File: config.mk
export PLATFORM = sky130hd
export DESIGN_NAME = mfb_front
export DESIGN_NICKNAME = d
export VERILOG_FILES = /design/src/rtl/mono_framebuffer_text_renderer_defines.svh /design/src/rtl/mfb_pkg.sv /design/src/rtl/mfb_front.sv
export SDC_FILE = /design/constraint.sdc
export NUM_CORES = 1
export LEC_CHECK = 0
export BUFFER_PORTS_ARGS = -buffer_cell sky130_fd_sc_hd__clkbuf_2
export CAP_MARGIN = 0
export CORE_MARGIN = 4
export CORE_UTILIZATION = 24
export DETAILED_ROUTE_END_ITERATION = 7
export PLACE_DENSITY = 0.89
export SKIP_LAST_GASP = 1
export SLEW_MARGIN = 5
export SYNTH_ARGS = -nofsm -noshare
export SYNTH_HDL_FRONTEND = slang
export SYNTH_SLANG_ARGS = --single-unit
File: constraint.sdc
create_clock -name vclk -period 0.8
set_input_delay 0.04 -clock vclk [all_inputs]
set_output_delay 0.04 -clock vclk [all_outputs]
set_load 0.01 [all_outputs]
File: src/rtl/mono_framebuffer_text_renderer_defines.svh
// assertion macros for the frame buffer text renderer
// no dependencies; expects clk and arst_n in the including scope
`ifndef MONO_FRAMEBUFFER_TEXT_RENDERER_DEFINES_SVH
`define MONO_FRAMEBUFFER_TEXT_RENDERER_DEFINES_SVH
`ifndef SYNTHESIS
`define MFB_ASSERT_IMPL(label, ante, cons) \
	label: assert property (@(posedge clk) disable iff (!arst_n) (ante) |-> (cons)) \
		else $error("assertion failed");
`define MFB_ASSERT_NEXT(label, ante, cons) \
	label: assert property (@(posedge clk) disable iff (!arst_n) (ante) |=> (cons)) \
		else $error("assertion failed");
`else
`define MFB_ASSERT_IMPL(label, ante, cons)
`define MFB_ASSERT_NEXT(label, ante, cons)
`endif
`endif

File: src/rtl/mfb_pkg.sv
// shared types, constants and helpers of the frame buffer text renderer
// no dependencies
`timescale 1ns / 1ps
package mfb_pkg;
	localparam int SCREEN_WIDTH_DEF  = 128;
	localparam int SCREEN_HEIGHT_DEF = 64;
	localparam int GLYPH_WORDS_DEF   = 1024;
	localparam int IDX_W             = 13;
	localparam int FIRST_CODE        = 32;
	localparam logic [4:0] GLYPH_WIDTH_RST  = 5'd7;
	localparam logic [5:0] GLYPH_HEIGHT_RST = 6'd10;

	typedef enum logic [2:0] {
		OP_SETC = 3'd0,
		OP_PIX  = 3'd1,
		OP_CHL  = 3'd2,
		OP_CHR  = 3'd3,
		OP_FILL = 3'd4,
		OP_LOAD = 3'd5,
		OP_READ = 3'd6,
		OP_NOP  = 3'd7
	} op_t;

	typedef enum logic [1:0] {
		REG_GLYPH_WIDTH  = 2'd0,
		REG_GLYPH_HEIGHT = 2'd1
	} reg_idx_t;

	typedef struct packed {
		op_t               op;
		logic [7:0]        pos_x;
		logic [7:0]        pos_y;
		logic              color;
		logic [6:0]        code;
		logic [9:0]        font_addr;
		logic [15:0]       font_word;
		logic [IDX_W-1:0]  pix_idx;
		logic              pix_ok;
		logic              font_ok;
		logic [IDX_W-1:0]  rd_idx;
		logic              rd_ok;
	} cmd_t;

	typedef struct packed {
		logic       no_room;
		logic [6:0] char_echo;
		logic [7:0] read_data;
	} res_t;

	typedef struct packed {
		logic [4:0] width;
		logic [5:0] height;
	} cfg_t;

	function automatic logic [IDX_W-1:0] pix_index(logic [7:0] x, logic [7:0] y, int sw);
		return IDX_W'(x) + IDX_W'(y[7:3]) * IDX_W'(sw);
	endfunction
endpackage

File: src/rtl/mfb_front.sv
// front decode: classifies a request and precomputes addresses and range checks
// depends on mfb_pkg
`timescale 1ns / 1ps
module mfb_front #(
	parameter int SCREEN_WIDTH  = mfb_pkg::SCREEN_WIDTH_DEF,
	parameter int SCREEN_HEIGHT = mfb_pkg::SCREEN_HEIGHT_DEF,
	parameter int GLYPH_WORDS   = mfb_pkg::GLYPH_WORDS_DEF
) (
	input  logic [2:0]    opcode,
	input  logic [7:0]    pos_x,
	input  logic [7:0]    pos_y,
	input  logic          pixel_color,
	input  logic [6:0]    char_code,
	input  logic [9:0]    font_addr,
	input  logic [15:0]   font_word,
	input  logic [9:0]    byte_addr,
	output mfb_pkg::cmd_t cmd
);
	import mfb_pkg::*;
	localparam int FRAME_BYTES = SCREEN_WIDTH * ((SCREEN_HEIGHT + 7) / 8);

	always_comb begin
		cmd.op        = op_t'(opcode);
		cmd.pos_x     = pos_x;
		cmd.pos_y     = pos_y;
		cmd.color     = pixel_color;
		cmd.code      = char_code;
		cmd.font_addr = font_addr;
		cmd.font_word = font_word;
		cmd.pix_idx   = pix_index(pos_x, pos_y, SCREEN_WIDTH);
		cmd.pix_ok    = (pos_x < 8'(SCREEN_WIDTH)) && (pos_y < 8'(SCREEN_HEIGHT));
		cmd.font_ok   = IDX_W'(font_addr) < IDX_W'(GLYPH_WORDS);
		cmd.rd_idx    = IDX_W'(byte_addr);
		cmd.rd_ok     = IDX_W'(byte_addr) < IDX_W'(FRAME_BYTES);
	end
endmodule

==> results by group <==
Die
  – Die ar.: approximately 3600 µm²
  – Initial Util: 25.74%
  – IO Pins: 145
  – Die H: between 60 and 70 µm
  – FP Rows: 18
  – Die width: 60.02 µm
  – Core area: 2522 µm²

Route
  – Total wire length: between 1000 and 1500 µm
  – Via-per-instance ratio: between 3 and 4
  – Metal-1 WL: 131 µm
  – Met2 WL post-DR: 445 µm
  – Residual DRC count: 0
  – Vias: 272
  – Final ANT Viol Nets: 0
  – First-pass detailed-route iteration total: 1
  – Per-cell routed wire length: 16.52 µm
  – Detail Route met3 WL: 358 µm
  – DR top layer: met4
  – 1st-iter DRT viols: 0

Power
  – Overall power: 165.4 µW
  – VDD IR max: between 0.00015 and 0.0002 V
  – Leakage: 0.0001538 µW
  – Power Density: 531.0 nW/µm²

Final layout
  – Layout cell share with drive strength beyond 1: 69.23%
  – Fillers: 301
  – Layout clock buffer count: 0
  – Sequential cell area: 0 µm²
  – FF+latch count: 0
  – Fin util: 12.35%
  – NumNets Final: 106
  – P&R area growth vs syn: -52.02%
  – Diode count: 0
  – Fin cells: about 70
  – Final instance area: 311.5 µm²

Logic synthesis
  – Post-Syn Instances: 88
  – Dominant cells by area after synthesis: buf_4 87%, ha_1 3.9%, xnor2_1 2.7%
  – Sequential area share after synthesis: 0%
  – Area leader, netlist: buf_4
  – Yosys cell types: 9
  – Warnings from Yosys: 0
  – Syn Area/Cell: around 7.4 µm²
  – Most frequent cell after synthesis: buf_4
  – Post-Syn Area: ~650 µm²
  – Commonest cells post-synth: 75 x buf_4, 3 x nand3_1, 2 x conb_1, 2 x ha_1, 2 x xnor2_1
  – Yosys top cell area share: 86.71%

Setup path
  – Critical Path RT: 0.76 ns
  – Slowest-stage cell, CP: ha_4
  – Sequence of cells on the critical path: buf_6, ha_4, ha_4, xor2_1, buf_2
  – CP Max Fanout: 2
  – Critical path arrival: between 0.7 and 0.8 ns
  – Setup crit start kind: input pin
  – Slowest cell delay on critical path: 0.16 ns
  – Worst setup path category: input pin to primary output
  – Cell repeated most along the worst path: ha_4
  – CP Capture Type: primary output

Global routing
  – First-pass GRT wire length: 1449 µm
  – Initial antenna violation count: 0
  – Pin count of the biggest net entering global routing: 6
  – GR Util All Layers: 5.453%
  – Number of global-route vias before repair: 269
  – GR Overflow Total: 0

Outcome
  – Status: complete, no violations

Timing
  – Slew Viols, Final: 0
  – Setup ws final: 0.00006939 ns
  – Final setup fails: 0
  – Min Tclk post-route: 0.7999 ns
  – Final period utilization: 99.99%
  – RSZ-0062 raised after global routing: true
  – Final hold viol count: 0
  – Highest clock rate: 1250 MHz

Placed design
  – Routability cong.: 0.4856
  – DP HPWL: about 1000 µm
  – DP Area: 252.7 µm²
  – Placed Cells: 68
  – Port buffer count: 19
  – Setup Slack @ Placement: -0.1459 ns

Min path
  – Worst min path class: input pin to primary output

Flow run
  – Max-Cap Viols: 0

Clock tree
  – Hold-fix buffers, CTS: 0
metrics by stage:
stage | setup TNS, ns | hold WS, ns
after floorplan | 0 | 0.1267
after global placement | -0.2845 | 0.08007
after detailed placement | -0.3726 | 0.08007
after CTS | -0.09302 | 0.08007
after global routing | -0.1110 | 0.08002
final | 0 | 0.08000
cells in the final DEF, fill, tap and decap left out, drive strengths merged:
cell type and n:
nor2 1, buf 9, conb 5, nor3 1, xnor2 2, clkbuf 14
ha 2, nand3 3, nand2 1, xor2 1
what timing repair did:
action | 4_1_cts | 5_1_grt
pin swaps | 3 | 4
hold endpoints to repair | 0 | 0
resized for setup | 7 | 7
setup buffers | 1 | 0
endpoints found under the setup margin | 4 | 3
power by group:
| part | total (µW) | internal (µW) | switching (µW) | leakage [µW] |
|---|---|---|---|---|
| registers | 0 | 0 | 0 | 0 |
| logic | 165 | 78.3 | 87.2 | 0.000154 |
| clock network | 0 | 0 | 0 | 0 |
| total | 165 | 78.3 | 87.2 | 0.000154 |
path summary, 6_finish.rpt:
check | startpoint | end | slack [ns] | cells after the start
setup / recovery | pos_x[7] | cmd[25] | 0.00007 | 5
hold / removal | font_word[5] | cmd[34] | 0.08 | 0
kinds of logic (layout without fill, tap and decap cells):
kind of cell,after synthesis,count (layout),share of synthesized area [%]
xor gates and xnor gates,3,3,4.047
and+or+nand+nor,6,6,4.236
adders and majority gates,2,2,3.853
buffers and inverters,75,23,86.71
other,2,5,1.157
area by class of cell:
class / instances / area, µm² / area share, %
multi-input cells: 16 / 132.6 / 42.57
well taps: 30 / 37.54 / 12.05
repair buffers: 23 / 141.4 / 45.38
worst max-delay path: cells and delay by family:
kind,cells,cell delay [ns]
xor gates and xnor gates,1,0.15
buffers and inverters,2,0.25
adders and majority gates,2,0.32
layer usage:
layer,vias up,track usage (%)
li1,90,-
met1,101,1.403
met2,49,8.179
met3,32,6.048
met4,0,10.13
met5,-,0
Note: power is estimated with default switching activity, not from simulation.
