File: config.mk
export PLATFORM = sky130hd
export DESIGN_NAME = mfb_fifo
export DESIGN_NICKNAME = d
export VERILOG_FILES = /design/src/rtl/mono_framebuffer_text_renderer_defines.svh /design/src/rtl/mfb_fifo.sv
export SDC_FILE = /design/constraint.sdc
export NUM_CORES = 1
export LEC_CHECK = 0
export BUFFER_PORTS_ARGS = -buffer_cell sky130_fd_sc_hd__buf_2
export CAP_MARGIN = 20
export CELL_PAD_IN_SITES_DETAIL_PLACEMENT = 1
export CELL_PAD_IN_SITES_GLOBAL_PLACEMENT = 2
export CORE_MARGIN = 2
export CORE_UTILIZATION = 34
export DETAILED_ROUTE_END_ITERATION = 8
export GPL_TIMING_DRIVEN = 0
export PLACE_DENSITY_LB_ADDON = 0.1
export SLEW_MARGIN = 20
export SYNTH_ARGS = -nofsm -noshare
export SYNTH_HDL_FRONTEND = slang
export SYNTH_SLANG_ARGS = --single-unit
File: constraint.sdc
create_clock -name clk -period 2.05 [get_ports clk]
set_input_delay 0.205 -clock clk [delete_from_list [all_inputs] [get_ports clk]]
set_output_delay 0.205 -clock clk [all_outputs]
set_load 0.01 [all_outputs]
File: src/rtl/mono_framebuffer_text_renderer_defines.svh
// assertion macros for the frame buffer text renderer
// no dependencies; expects clk and arst_n in the including scope
`ifndef MONO_FRAMEBUFFER_TEXT_RENDERER_DEFINES_SVH
`define MONO_FRAMEBUFFER_TEXT_RENDERER_DEFINES_SVH
`ifndef SYNTHESIS
`define MFB_ASSERT_IMPL(label, ante, cons) \
	label: assert property (@(posedge clk) disable iff (!arst_n) (ante) |-> (cons)) \
		else $error("assertion failed");
`define MFB_ASSERT_NEXT(label, ante, cons) \
	label: assert property (@(posedge clk) disable iff (!arst_n) (ante) |=> (cons)) \
		else $error("assertion failed");
`else
`define MFB_ASSERT_IMPL(label, ante, cons)
`define MFB_ASSERT_NEXT(label, ante, cons)
`endif
`endif

File: src/rtl/mfb_fifo.sv
// two-entry queue used between front and back and for results
// no dependencies
`timescale 1ns / 1ps
module mfb_fifo #(
	parameter int WIDTH = 8
) (
	input  logic             clk,
	input  logic             arst_n,
	input  logic             push,
	input  logic [WIDTH-1:0] din,
	output logic             full,
	input  logic             pop,
	output logic             empty,
	output logic [WIDTH-1:0] dout
);
	logic [WIDTH-1:0] mem_q [2];
	logic [1:0] cnt_q;
	logic wr_q, rd_q, do_push, do_pop;

	assign full    = (cnt_q == 2'd2);
	assign empty   = (cnt_q == 2'd0);
	assign do_push = push && !full;
	assign do_pop  = pop && !empty;
	assign dout    = mem_q[rd_q];

	always_ff @(posedge clk) begin
		if (do_push) mem_q[wr_q] <= din;
	end

	always_ff @(posedge clk or negedge arst_n) begin
		if (!arst_n) begin
			cnt_q <= 2'd0;
			wr_q  <= 1'b0;
			rd_q  <= 1'b0;
		end else begin
			if (do_push) wr_q <= !wr_q;
			if (do_pop) rd_q <= !rd_q;
			cnt_q <= cnt_q + 2'(do_push) - 2'(do_pop);
		end
	end
endmodule

==> summary.json, run 1 <==
{
  "grt_overflow": {"value": 0},
  "floorplan.io_pins": {"value": 22},
  "later_pin_clock_latency_in_the_skew_report": {"value": 280, "unit": "ps"},
  "post_cts_hold_buffer_count": {"value": 1},
  "cts.root.buffer_cell": {"value": "clkbuf_4"},
  "wl_met3": {"value": 48, "unit": "um"},
  "initial_core_utilization": {"value": 35.4, "unit": "%"},
  "ys_types": {"value": 13},
  "path_cells": {"value": "buf_2 > mux2_2 > buf_2"},
  "crit_path_frequent_cell": {"value": "buf_2"},
  "kind_of_launch_point_of_the_worst_setup_path": {"value": "register"},
  "drt_iter0_drc": {"value": 3},
  "cp_slowest_cell": {"value": "mux2_2"},
  "highest-signal-layer": {"value": "met3"},
  "synth_top_area_share": {"value": 61.9, "unit": "%"},
  "insertedDiodeCount": {"value": 0},
  "fin_nets": {"value": 84},
  "number_of_synthesized_register_bits": {"value": 20},
  "floorplan.rows": {"value": 17},
  "worstHoldPathType": {"value": "in -> reg"},
  "worst-path-max-fanout": {"value": 9},
  "critPathArrivalTime": {"value": 1350, "unit": "ps"},
  "post_synth_inst_count": {"value": 43},
  "ctsHtreeMaxLevel": {"value": 1},
  "hold_viol_final": {"value": 0},
  "port_buffers": {"value": 21},
  "fin_cells": {"value": 97},
  "antenna_found_initial": {"value": 0},
  "netlist_top_cells_area": {"value": "edfxtp_1, dfrtp_1, mux2_2"},
  "worstSetupEndpointType": {"value": "output pin"},
  "area.growth.synth_to_final": {"value": 22.7, "unit": "%"},
  "dp_hpwl": {"value": 817, "unit": "um"},
  "max_clock_freq": {"value": 644, "unit": "MHz"},
  "detailedPlace.worstSlack": {"value": 493, "unit": "ps"},
  "vias": {"value": 407},
  "layout-drive-gt1-share": {"value": 49.3, "unit": "%"},
  "fillerInstances": {"value": 231},
  "grt_setup_unrepaired": {"value": "no"},
  "cts.repair.resized": {"value": 0},
  "synth.yosys.seq_area_share": {"value": 74.8, "unit": "%"},
  "drcViolationCount": {"value": 0},
  "totalPowerFinal": {"value": 1.25, "unit": "mW"},
  "static-leakage-power": {"value": 0.392, "unit": "nW"},
  "netlist.top_cell.by_area": {"value": "edfxtp_1"},
  "ant_nets": {"value": 0},
  "wl_met1": {"value": 482, "unit": "um"},
  "cap_violations": {"value": 0},
  "die_area": {"value": 0.00268, "unit": "mm2"},
  "routedWlPerCell": {"value": 11.4, "unit": "um"},
  "critPathMaxStageDelay": {"value": 360, "unit": "ps"},
  "drt_pass1_iterations": {"value": 2},
  "yosys_warnings": {"value": 0},
  "netlist_area": {"value": 776, "unit": "um2"},
  "design_area": {"value": 952, "unit": "um2"},
  "worst_slew_pin_slew": {"value": 663, "unit": "ps"},
  "cts_inserted_buffers": {"value": 3},
  "gp_routability_congestion": {"value": 0.684},
  "die_width": {"value": 51.8, "unit": "um"},
  "setup_violations": {"value": 0},
  "headroom_to_the_max_slew_limit": {"value": 55.7, "unit": "%"},
  "fin_worst_skew": {"value": 3.01, "unit": "ps"},
  "synthesis.area_per_instance": {"value": 18.0, "unit": "um2"},
  "coreArea": {"value": 0.00219, "unit": "mm2"},
  "worstPathBufferInverterCount": {"value": 2},
  "power.ir.vdd_worst": {"value": 0.619, "unit": "mV"},
  "clock_tree_from_tritoncts": {"value": "done"},
  "clkSlewWorstSetupHoldPaths": {"value": 100, "unit": "ps"},
  "ctsLongestPathBuffers": {"value": 2},
  "run_status": {"value": "complete, no violations"},
  "cts.sinks": {"value": 20},
  "fin_crit_sh": {"value": 75.8, "unit": "%"},
  "final.setup.worst_slack": {"value": 497, "unit": "ps"},
  "grt_max_degree": {"value": 12},
  "slew_viol_final": {"value": 0},
  "overall_routing_resource_usage": {"value": 9.27, "unit": "%"},
  "post_cts.repair.setup_buffers": {"value": 0},
  "critPathRequiredTime": {"value": 1850, "unit": "ps"},
  "whs": {"value": 100, "unit": "ps"},
  "p_per_area": {"value": 1310, "unit": "mW/mm2"},
  "place_inst": {"value": 92},
  "avgViaCountPerCell": {"value": 4.20},
  "top_cell_family_by_delay_on_the_critical_path": {"value": "buffers and inverters"},
  "crit_type": {"value": "reg -> out"},
  "final.setup.tns": {"value": 0, "unit": "ps"},
  "vias_in_the_first_global_route": {"value": 387},
  "post-route-min-period": {"value": 1550, "unit": "ps"},
  "grt_pass1_wl": {"value": 1.70, "unit": "mm"},
  "wl": {"value": 1.10, "unit": "mm"},
  "synth_fp_nets": {"value": 57},
  "layout.core_utilization": {"value": 43.5, "unit": "%"},
  "standard_cell_area_after_detailed_placement": {"value": 916, "unit": "um2"},
  "wl_met2": {"value": 572, "unit": "um"},
  "dieHeight": {"value": 51.8, "unit": "um"}
}
-- sequential cells by signal (all words and copies together) (netlist names) --
register	flops
cnt_q	2
mem_q	16
rd_q	1
wr_q	1
-- worst reg2reg max path: cells and delay by family (launching register included) --
family           cells  cell delay [ps]
AND/OR/NAND/NOR      3              750
flip-flops           1              420
-- placed cells by master (no fill, tap or decap) --
cell type and count:
inv_1 2, xnor2_1 3, nor2b_2 1, nand2b_1 1, dlygate4sd3_1 1, clkinv_1 1, ha_1 2, buf_2 22
mux2_2 8, nor2_1 2, xor2_1 1, nand2_1 1, edfxtp_1 16, dfrtp_1 4, and3_1 1, clkbuf_4 3
-- routing by layer --
layer / GRT usage, % / up-vias
met5: 0 / -
met4: 5.26 / 0
met3: 2.59 / 0
met2: 14.5 / 10
met1: 11.5 / 188
li1: - / 209
-- Yosys cell counts --
cell and n:
xor2_1 1, edfxtp_1 16, inv_1 2, xnor2_1 3
nor2b_2 1, nand2b_1 1, nor2_1 2, buf_2 1
ha_1 2, nand2_1 1, mux2_2 8, dfrtp_1 4
and3_1 1
-- cells by family (layout without fill, tap and decap cells) --
logic type,after synthesis,after routing,share of synthesized area (%)
muxes,8,8,11.6
xor gates and xnor gates,4,4,4.52
buffers and inverters,3,29,1.61
DFF,20,20,74.8
adders and majority gates,2,2,3.23
and+or+nand+nor,6,6,4.19
-- cell type report --
| class | instances | area, um2 | area share, % |
|---|---|---|---|
| Buffer | 1 | 5.00 | 0.526 |
| Clock buffer | 3 | 22.5 | 2.37 |
| Clock inverter | 1 | 3.75 | 0.394 |
| Inverter | 2 | 7.51 | 0.788 |
| Multi-Input combinational cell | 20 | 183 | 19.2 |
| Sequential cell | 20 | 581 | 61.0 |
| Tap cell | 28 | 35.0 | 3.68 |
| Timing Repair Buffer | 22 | 115 | 12.1 |
-- path summary, 6_finish.rpt --
kind | startpoint | slack, ps | cells after the start | endpoint
max in group asynchronous | arst_n | 1700 | 2 | wr_q$_DFFE_PN0P_
min reg2reg | wr_q$_DFFE_PN0P_ | 500 | 1 | wr_q$_DFFE_PN0P_
max reg2reg | cnt_q[1]$_DFF_PN0_ | 510 | 3 | mem_q[0][0]$_DFFE_PP_
min | din[2] | 100 | 1 | mem_q[0][2]$_DFFE_PP_
min in group asynchronous | arst_n | 240 | 2 | cnt_q[0]$_DFF_PN0_
max | rd_q$_DFFE_PN0P_ | 500 | 3 | dout[2]
-- where the power goes --
group          internal, mW  switching (mW)
Sequential            0.569          0.0398
Combinational         0.224           0.238
Clock                0.0706           0.105
Total                 0.863           0.383
(Power assumes the default switching activity.)
==> run 2: changes to the inputs <==
--- a/config.mk
+++ b/config.mk
@@ -10,7 +10,7 @@
 export CELL_PAD_IN_SITES_DETAIL_PLACEMENT = 1
 export CELL_PAD_IN_SITES_GLOBAL_PLACEMENT = 2
 export CORE_MARGIN = 2
-export CORE_UTILIZATION = 34
+export CORE_UTILIZATION = 31
 export DETAILED_ROUTE_END_ITERATION = 8
 export GPL_TIMING_DRIVEN = 0
 export PLACE_DENSITY_LB_ADDON = 0.1
==> constraint.sdc (replaced) <==
create_clock -name clk -period 1.25 [get_ports clk]
set_input_delay 0.125 -clock clk [delete_from_list [all_inputs] [get_ports clk]]
set_output_delay 0.125 -clock clk [all_outputs]
set_load 0.01 [all_outputs]
==> summary.json, run 2 (synthesis gave the netlist of run 1 again) <==
{
  "dieHeight": {"value": 54.0, "unit": "um", "change": "+4.4%"},
  "flip_flop_count_of_the_largest_register_all_copies_and_words_added": {"value": 16, "change": "unchanged"},
  "drt_iter0_drc": {"value": 3, "change": "unchanged"},
  "grt_overflow": {"value": 0, "change": "unchanged"},
  "static-leakage-power": {"value": 0.531, "unit": "nW", "change": "+36%"},
  "floorplan.rows": {"value": 18, "change": "+1"},
  "reg_with_most_ffs": {"value": "mem_q"},
  "vias": {"value": 478, "change": "+17%"},
  "initial_core_utilization": {"value": 31.9, "unit": "%", "change": "-3.5 points"},
  "coreArea": {"value": 0.00243, "unit": "mm2", "change": "+11%"},
  "headroom_to_the_max_slew_limit": {"value": 83.5, "unit": "%", "change": "+28 points"},
  "ctsHtreeMaxLevel": {"value": 1, "change": "unchanged"},
  "grt_setup_unrepaired": {"value": "yes"},
  "later_pin_clock_latency_in_the_skew_report": {"value": 290, "unit": "ps", "change": "about the same"},
  "min_delay_path_depth": {"value": 1, "change": "unchanged"},
  "worst-path-max-fanout": {"value": 3, "change": "-6"},
  "clkSlewWorstSetupHoldPaths": {"value": 110, "unit": "ps", "change": "about the same"},
  "fin_worst_skew": {"value": 3.63, "unit": "ps", "change": "+0.619 ps"},
  "worstHoldPathType": {"value": "in -> reg"},
  "layout-drive-gt1-share": {"value": 67.1, "unit": "%", "change": "+18 points"},
  "gp_routability_congestion": {"value": 0.600, "change": "-12%"},
  "port_buffers": {"value": 21, "change": "unchanged"},
  "hold_viol_final": {"value": 0, "change": "unchanged"},
  "cts.sinks": {"value": 20, "change": "unchanged"},
  "reg_top3": {"value": "mem_q (16), cnt_q (2)"},
  "critPathArrivalTime": {"value": 1620, "unit": "ps", "change": "+270 ps"},
  "power.ir.vdd_worst": {"value": 1.14, "unit": "mV", "change": "+84%"},
  "overall_routing_resource_usage": {"value": 11.5, "unit": "%", "change": "+2.2 points"},
  "ant_nets": {"value": 0, "change": "unchanged"},
  "clock_tree_from_tritoncts": {"value": "done"},
  "avgViaCountPerCell": {"value": 4.27, "change": "+1.7%"},
  "whs": {"value": 18.9, "unit": "ps", "change": "-81.4 ps"},
  "fin_nets": {"value": 97, "change": "+15%"},
  "top_cell_family_by_delay_on_the_critical_path": {"value": "flip-flops"},
  "worstSetupEndpointType": {"value": "register"},
  "die_area": {"value": 0.00292, "unit": "mm2", "change": "+8.9%"},
  "floorplan.io_pins": {"value": 22, "change": "unchanged"},
  "fillerInstances": {"value": 237, "change": "+2.6%"},
  "kind_of_launch_point_of_the_worst_setup_path": {"value": "register"},
  "antenna_found_initial": {"value": 0, "change": "unchanged"},
  "post-route-min-period": {"value": 1440, "unit": "ps"},
  "worst_slew_pin_slew": {"value": 246, "unit": "ps", "change": "-417 ps"},
  "critPathRequiredTime": {"value": 1440, "unit": "ps", "change": "-410 ps"},
  "vias_in_the_first_global_route": {"value": 486, "change": "+26%"},
  "r2r_slack": {"value": -190, "unit": "ps", "change": "-700 ps"},
  "grt_pass1_wl": {"value": 2.24, "unit": "mm", "change": "+32%"},
  "grt_max_degree": {"value": 12, "change": "unchanged"},
  "insertedDiodeCount": {"value": 0, "change": "unchanged"},
  "run_status": {"value": "finished, violations left"},
  "area.growth.synth_to_final": {"value": 60.2, "unit": "%"},
  "critical_path_depth": {"value": 7, "change": "+4"},
  "cp_slowest_cell": {"value": "dfrtp_1"},
  "totalPowerFinal": {"value": 2.82, "unit": "mW", "change": "+130%"},
  "routedWlPerCell": {"value": 12.6, "unit": "um", "change": "+11%"},
  "setup_violations": {"value": 27, "change": "+27"},
  "r2r_depth": {"value": 7, "change": "+4"},
  "ctsLongestPathBuffers": {"value": 2, "change": "unchanged"},
  "drt_pass1_iterations": {"value": 3, "change": "+1"},
  "layout.cells.most_common": {"value": "edfxtp_1"},
  "slew_viol_final": {"value": 0, "change": "unchanged"},
  "worstPathBufferInverterCount": {"value": 1, "change": "-1"},
  "mostFrequentLayoutCells": {"value": "edfxtp_1, buf_6, buf_2"},
  "cts_inserted_buffers": {"value": 3, "change": "unchanged"},
  "max_clock_freq": {"value": 695, "unit": "MHz"},
  "dp_hpwl": {"value": 890, "unit": "um", "change": "+8.9%"},
  "final.setup.tns": {"value": -1990, "unit": "ps", "change": "-1990 ps"},
  "path_cells": {"value": "nand2b_4 > nand2_4 > ha_4 > inv_2 > ha_4 > xnor2_2 > xnor2_1"},
  "fin_crit_sh": {"value": 115, "unit": "%"},
  "p_per_area": {"value": 2270, "unit": "mW/mm2", "change": "+73%"},
  "cts.root.buffer_cell": {"value": "clkbuf_4"},
  "wl": {"value": 1.41, "unit": "mm", "change": "+28%"},
  "cap_violations": {"value": 0, "change": "unchanged"},
  "crit_type": {"value": "reg -> reg"},
  "critPathMaxStageDelay": {"value": 420, "unit": "ps", "change": "+60 ps"},
  "crit_path_frequent_cell": {"value": "ha_4"},
  "drcViolationCount": {"value": 0, "change": "unchanged"},
  "final.setup.worst_slack": {"value": -189, "unit": "ps", "change": "-686 ps"},
  "violations": {"value": "negative setup slack"},
  "die_width": {"value": 54.0, "unit": "um", "change": "+4.4%"}
}
run 2: metal layers:
metal | track usage (%) | up-vias | part of all wire (%)
li1 | - | 233 | -
met1 | 13.4 | 234 | 41
met2 | 19.5 | 11 | 55
met3 | 2.50 | 0 | 3.8
met4 | 6.25 | 0 | 0
met5 | 0 | - | 0
run 2: layout make-up:
type	instances	area, um2	area share (%)
Buffer	1	11.3	0.906
Clock buffer	3	22.5	1.81
Clock inverter	1	3.75	0.302
Inverter	2	7.51	0.604
Multi-Input combinational cell	20	293	23.6
Sequential cell	20	582	46.8
Tap cell	30	37.5	3.02
Timing Repair Buffer	35	285	23.0
run 2: worst paths after layout:
check / startpoint / endpoint
worst max-delay path: cnt_q[0]$_DFF_PN0_ / cnt_q[1]$_DFF_PN0_
worst max register to register: cnt_q[0]$_DFF_PN0_ / cnt_q[1]$_DFF_PN0_
worst min register to register: wr_q$_DFFE_PN0P_ / wr_q$_DFFE_PN0P_
worst min-delay path: din[0] / mem_q[0][0]$_DFFE_PP_
min in group asynchronous: arst_n / wr_q$_DFFE_PN0P_
max in group asynchronous: arst_n / cnt_q[1]$_DFF_PN0_
run 2: power by group:
| part | total [mW] | internal (mW) | switching, mW |
|---|---|---|---|
| Sequential | 1.06 | 0.935 | 0.122 |
| Combinational | 1.47 | 0.914 | 0.553 |
| Clock | 0.299 | 0.116 | 0.182 |
| Total | 2.82 | 1.96 | 0.857 |
run 2: what timing repair did:
| item | CTS | global route |
|---|---|---|
| gates cloned | 1 | 0 |
| hold buffers | 1 | 3 |
| setup endpoints to repair | 26 | 27 |
| hold endpoints to repair | 4 | 6 |
| pin swaps | 7 | 2 |
| resized for setup | 28 | 4 |
| setup buffers | 6 | 3 |
run 2: through the flow:
stage | cell area (um2) | std cells | utilization (%) | setup WS, ps
floorplan | 805 | 43 | - | -198
global placement | 947 | 94 | 38.9 | -262
detailed placement | 947 | 94 | 38.9 | -259
CTS | 1170 | 106 | 48.1 | -216
global route | 1240 | 112 | 51.1 | -241
finish | 1240 | 112 | 51.1 | -189
==> run 3: changes to the inputs <==
--- a/config.mk
+++ b/config.mk
@@ -5,11 +5,12 @@
 export SDC_FILE = /design/constraint.sdc
 export NUM_CORES = 1
 export LEC_CHECK = 0
+export ABC_CLOCK_PERIOD_IN_PS = 1250
 export BUFFER_PORTS_ARGS = -buffer_cell sky130_fd_sc_hd__buf_2
 export CAP_MARGIN = 20
 export CELL_PAD_IN_SITES_DETAIL_PLACEMENT = 1
 export CELL_PAD_IN_SITES_GLOBAL_PLACEMENT = 2
-export CORE_MARGIN = 2
+export CORE_MARGIN = 5
 export CORE_UTILIZATION = 31
 export DETAILED_ROUTE_END_ITERATION = 8
 export GPL_TIMING_DRIVEN = 0
==> summary.json, run 3 (synthesis gave the netlist of run 1 again) <==
{
  "run_status": {"value": "finished, violations left"},
  "violations": {"value": "negative setup slack"},
  "hold_viol_final": {"value": 0, "change": "unchanged"},
  "dp_hpwl": {"value": 984, "unit": "um", "change": "+11%"},
  "power.ir.vdd_worst": {"value": 1.15, "unit": "mV", "change": "+0.80%"},
  "final.setup.worst_slack": {"value": -196, "unit": "ps", "change": "-7.00 ps"},
  "setup_violations": {"value": 27, "change": "unchanged"},
  "r2r_depth": {"value": 7, "change": "unchanged"},
  "setup.worst_path.end": {"value": "cnt_q[1]$_DFF_PN0_"},
  "critPathMaxStageDelay": {"value": 420, "unit": "ps", "change": "about the same"},
  "ctsHtreeMaxLevel": {"value": 1, "change": "unchanged"},
  "fin_nets": {"value": 97, "change": "unchanged"},
  "layout.core_utilization": {"value": 51.6, "unit": "%", "change": "+0.57 points"},
  "fin_crit_sh": {"value": 116, "unit": "%", "change": "+0.56 points"},
  "routedWlPerCell": {"value": 13.0, "unit": "um", "change": "+3.6%"},
  "antenna_found_initial": {"value": 0, "change": "unchanged"},
  "kind_of_launch_point_of_the_worst_setup_path": {"value": "register"},
  "clkSlewWorstSetupHoldPaths": {"value": 110, "unit": "ps", "change": "about the same"},
  "launch_point_of_the_worst_path": {"value": "cnt_q[0]$_DFF_PN0_"},
  "floorplan.io_pins": {"value": 22, "change": "unchanged"},
  "worst_slew_pin_slew": {"value": 258, "unit": "ps", "change": "+11.9 ps"},
  "gp_routability_congestion": {"value": 0.584, "change": "-2.7%"},
  "later_pin_clock_latency_in_the_skew_report": {"value": 290, "unit": "ps", "change": "about the same"},
  "drcViolationCount": {"value": 0, "change": "unchanged"},
  "floorplan.rows": {"value": 18, "change": "unchanged"},
  "crit_path_frequent_cell": {"value": "ha_4"},
  "critPathRequiredTime": {"value": 1440, "unit": "ps", "change": "about the same"},
  "slew_viol_final": {"value": 0, "change": "unchanged"},
  "worstSetupEndpointType": {"value": "register"},
  "dieHeight": {"value": 60.0, "unit": "um", "change": "+11%"},
  "drt_iter0_drc": {"value": 1, "change": "-2"},
  "ant_nets": {"value": 0, "change": "unchanged"},
  "fillerInstances": {"value": 244, "change": "+3.0%"},
  "path_cells": {"value": "nand2b_4 > nand2_4 > ha_4 > inv_2 > ha_4 > xnor2_2 > xnor2_1"},
  "wl": {"value": 1.46, "unit": "mm", "change": "+3.6%"},
  "port_buffers": {"value": 21, "change": "unchanged"},
  "mostFrequentLayoutCells": {"value": "edfxtp_1, buf_2, buf_6"},
  "avgViaCountPerCell": {"value": 4.13, "change": "-3.3%"},
  "max_clock_freq": {"value": 691, "unit": "MHz", "change": "-0.48%"},
  "cts.sinks": {"value": 20, "change": "unchanged"},
  "p_per_area": {"value": 2390, "unit": "mW/mm2", "change": "+5.2%"},
  "vias_in_the_first_global_route": {"value": 511, "change": "+5.1%"},
  "cp_slowest_cell": {"value": "dfrtp_1"},
  "overall_routing_resource_usage": {"value": 9.49, "unit": "%", "change": "-2.0 points"},
  "cts_inserted_buffers": {"value": 3, "change": "unchanged"},
  "reg_with_most_ffs": {"value": "mem_q"},
  "grt_max_degree": {"value": 13, "change": "+1"},
  "grt_setup_unrepaired": {"value": "yes"},
  "worst-path-max-fanout": {"value": 3, "change": "unchanged"},
  "clock_tree_from_tritoncts": {"value": "done"},
  "reg_top3": {"value": "mem_q (16), cnt_q (2)"},
  "initial_core_utilization": {"value": 31.9, "unit": "%", "change": "unchanged"},
  "vias": {"value": 462, "change": "-3.3%"},
  "ctsLongestPathBuffers": {"value": 2, "change": "unchanged"},
  "die_area": {"value": 0.00360, "unit": "mm2", "change": "+23%"},
  "grt_pass1_wl": {"value": 2.40, "unit": "mm", "change": "+7.1%"},
  "drt_pass1_iterations": {"value": 2, "change": "-1"},
  "layout-drive-gt1-share": {"value": 65.9, "unit": "%", "change": "-1.2 points"},
  "grt_overflow": {"value": 0, "change": "unchanged"},
  "post-route-min-period": {"value": 1450, "unit": "ps", "change": "+7.00 ps"},
  "r2r_slack": {"value": -200, "unit": "ps", "change": "about the same"},
  "coreArea": {"value": 0.00243, "unit": "mm2", "change": "unchanged"},
  "cap_violations": {"value": 0, "change": "unchanged"},
  "area.growth.synth_to_final": {"value": 61.9, "unit": "%"},
  "critPathArrivalTime": {"value": 1630, "unit": "ps", "change": "about the same"},
  "insertedDiodeCount": {"value": 0, "change": "unchanged"},
  "crit-reg2reg-capture": {"value": "cnt_q[1]$_DFF_PN0_"},
  "layout.cells.most_common": {"value": "edfxtp_1"},
  "cts.root.buffer_cell": {"value": "clkbuf_4"},
  "final.setup.tns": {"value": -2590, "unit": "ps", "change": "-601 ps"},
  "die_width": {"value": 60.0, "unit": "um", "change": "+11%"},
  "fin_worst_skew": {"value": 0.937, "unit": "ps", "change": "-2.69 ps"},
  "crit_type": {"value": "reg -> reg"},
  "worstHoldPathType": {"value": "in -> reg"},
  "reg_to_reg_startpoint": {"value": "cnt_q[0]$_DFF_PN0_"},
  "headroom_to_the_max_slew_limit": {"value": 82.8, "unit": "%", "change": "-0.79 points"},
  "static-leakage-power": {"value": 0.535, "unit": "nW", "change": "+0.57%"},
  "flip_flop_count_of_the_largest_register_all_copies_and_words_added": {"value": 16, "change": "unchanged"}
}
==> run 3: routing by layer <==
| metal | vias up | global-route usage (%) | share of wire (%) |
|---|---|---|---|
| li1 | 233 | - | - |
| met1 | 223 | 10.6 | 39 |
| met2 | 6 | 16.4 | 57 |
| met3 | 0 | 2.59 | 3.5 |
| met4 | 0 | 4.75 | 0 |
| met5 | - | 0 | 0 |
==> run 3: how the worst min path moves through the flow <==
stage,from,endpoint,cells past startpoint
floorplan,arst_n,cnt_q[0]$_DFF_PN0_,0
global placement,arst_n,wr_q$_DFFE_PN0P_,1
detailed placement,arst_n,wr_q$_DFFE_PN0P_,1
CTS,din[1],mem_q[1][1]$_DFFE_PP_,1
finish,din[3],mem_q[0][3]$_DFFE_PP_,1
global route,din[7],mem_q[0][7]$_DFFE_PP_,1
==> run 3: where the power goes <==
group | total [mW] | switching [mW] | internal, mW
logic | 1.44 | 0.553 | 0.883
registers | 1.05 | 0.117 | 0.935
clock network | 0.512 | 0.188 | 0.324
==> run 3: per-stage QoR <==
stage / cells / power, mW / area, um2 / hold slack, ps / setup slack [ps]
after floorplan: 43 / 1.61 / 805 / -171 / -198
after global placement: 94 / 1.88 / 947 / -60.4 / -259
after detailed placement: 94 / 1.88 / 947 / -59.1 / -249
after CTS: 106 / 2.95 / 1190 / 4.28 / -198
after global routing: 112 / 3.19 / 1260 / 2.96 / -270
final: 112 / 3.00 / 1260 / 16.9 / -196
==> run 3: what timing repair did <==
item | 4_1_cts | 5_1_grt
hold buffers | 1 | 4
setup endpoints to repair | 26 | 27
buffers inserted | 6 | 3
pin swaps | 5 | 1
gates cloned | 1 | 0
resized for setup | 26 | 3
hold endpoints to repair | 4 | 8
==> run 3: area by class of cell <==
| type | instances | area [um2] | share of cell area (%) |
|---|---|---|---|
| Tap cell | 30 | 37.5 | 2.99 |
| Buffer | 1 | 11.3 | 0.896 |
| Timing Repair Buffer | 35 | 280 | 22.3 |
| Multi-Input combinational cell | 20 | 285 | 22.7 |
| Clock inverter | 1 | 30.0 | 2.39 |
| Clock buffer | 3 | 22.5 | 1.79 |
| Inverter | 2 | 7.51 | 0.598 |
| Sequential cell | 20 | 582 | 46.3 |
==> run 3: worst max-delay path: cells and delay by family, from the launching register on <==
| kind | cells | cell delay [ps] |
|---|---|---|
| XOR/XNOR | 2 | 240 |
| adder cells (fa/ha/maj) | 2 | 410 |
| buffers and inverters | 1 | 40 |
| flip-flops | 1 | 420 |
| AND/OR/NAND/NOR | 2 | 230 |
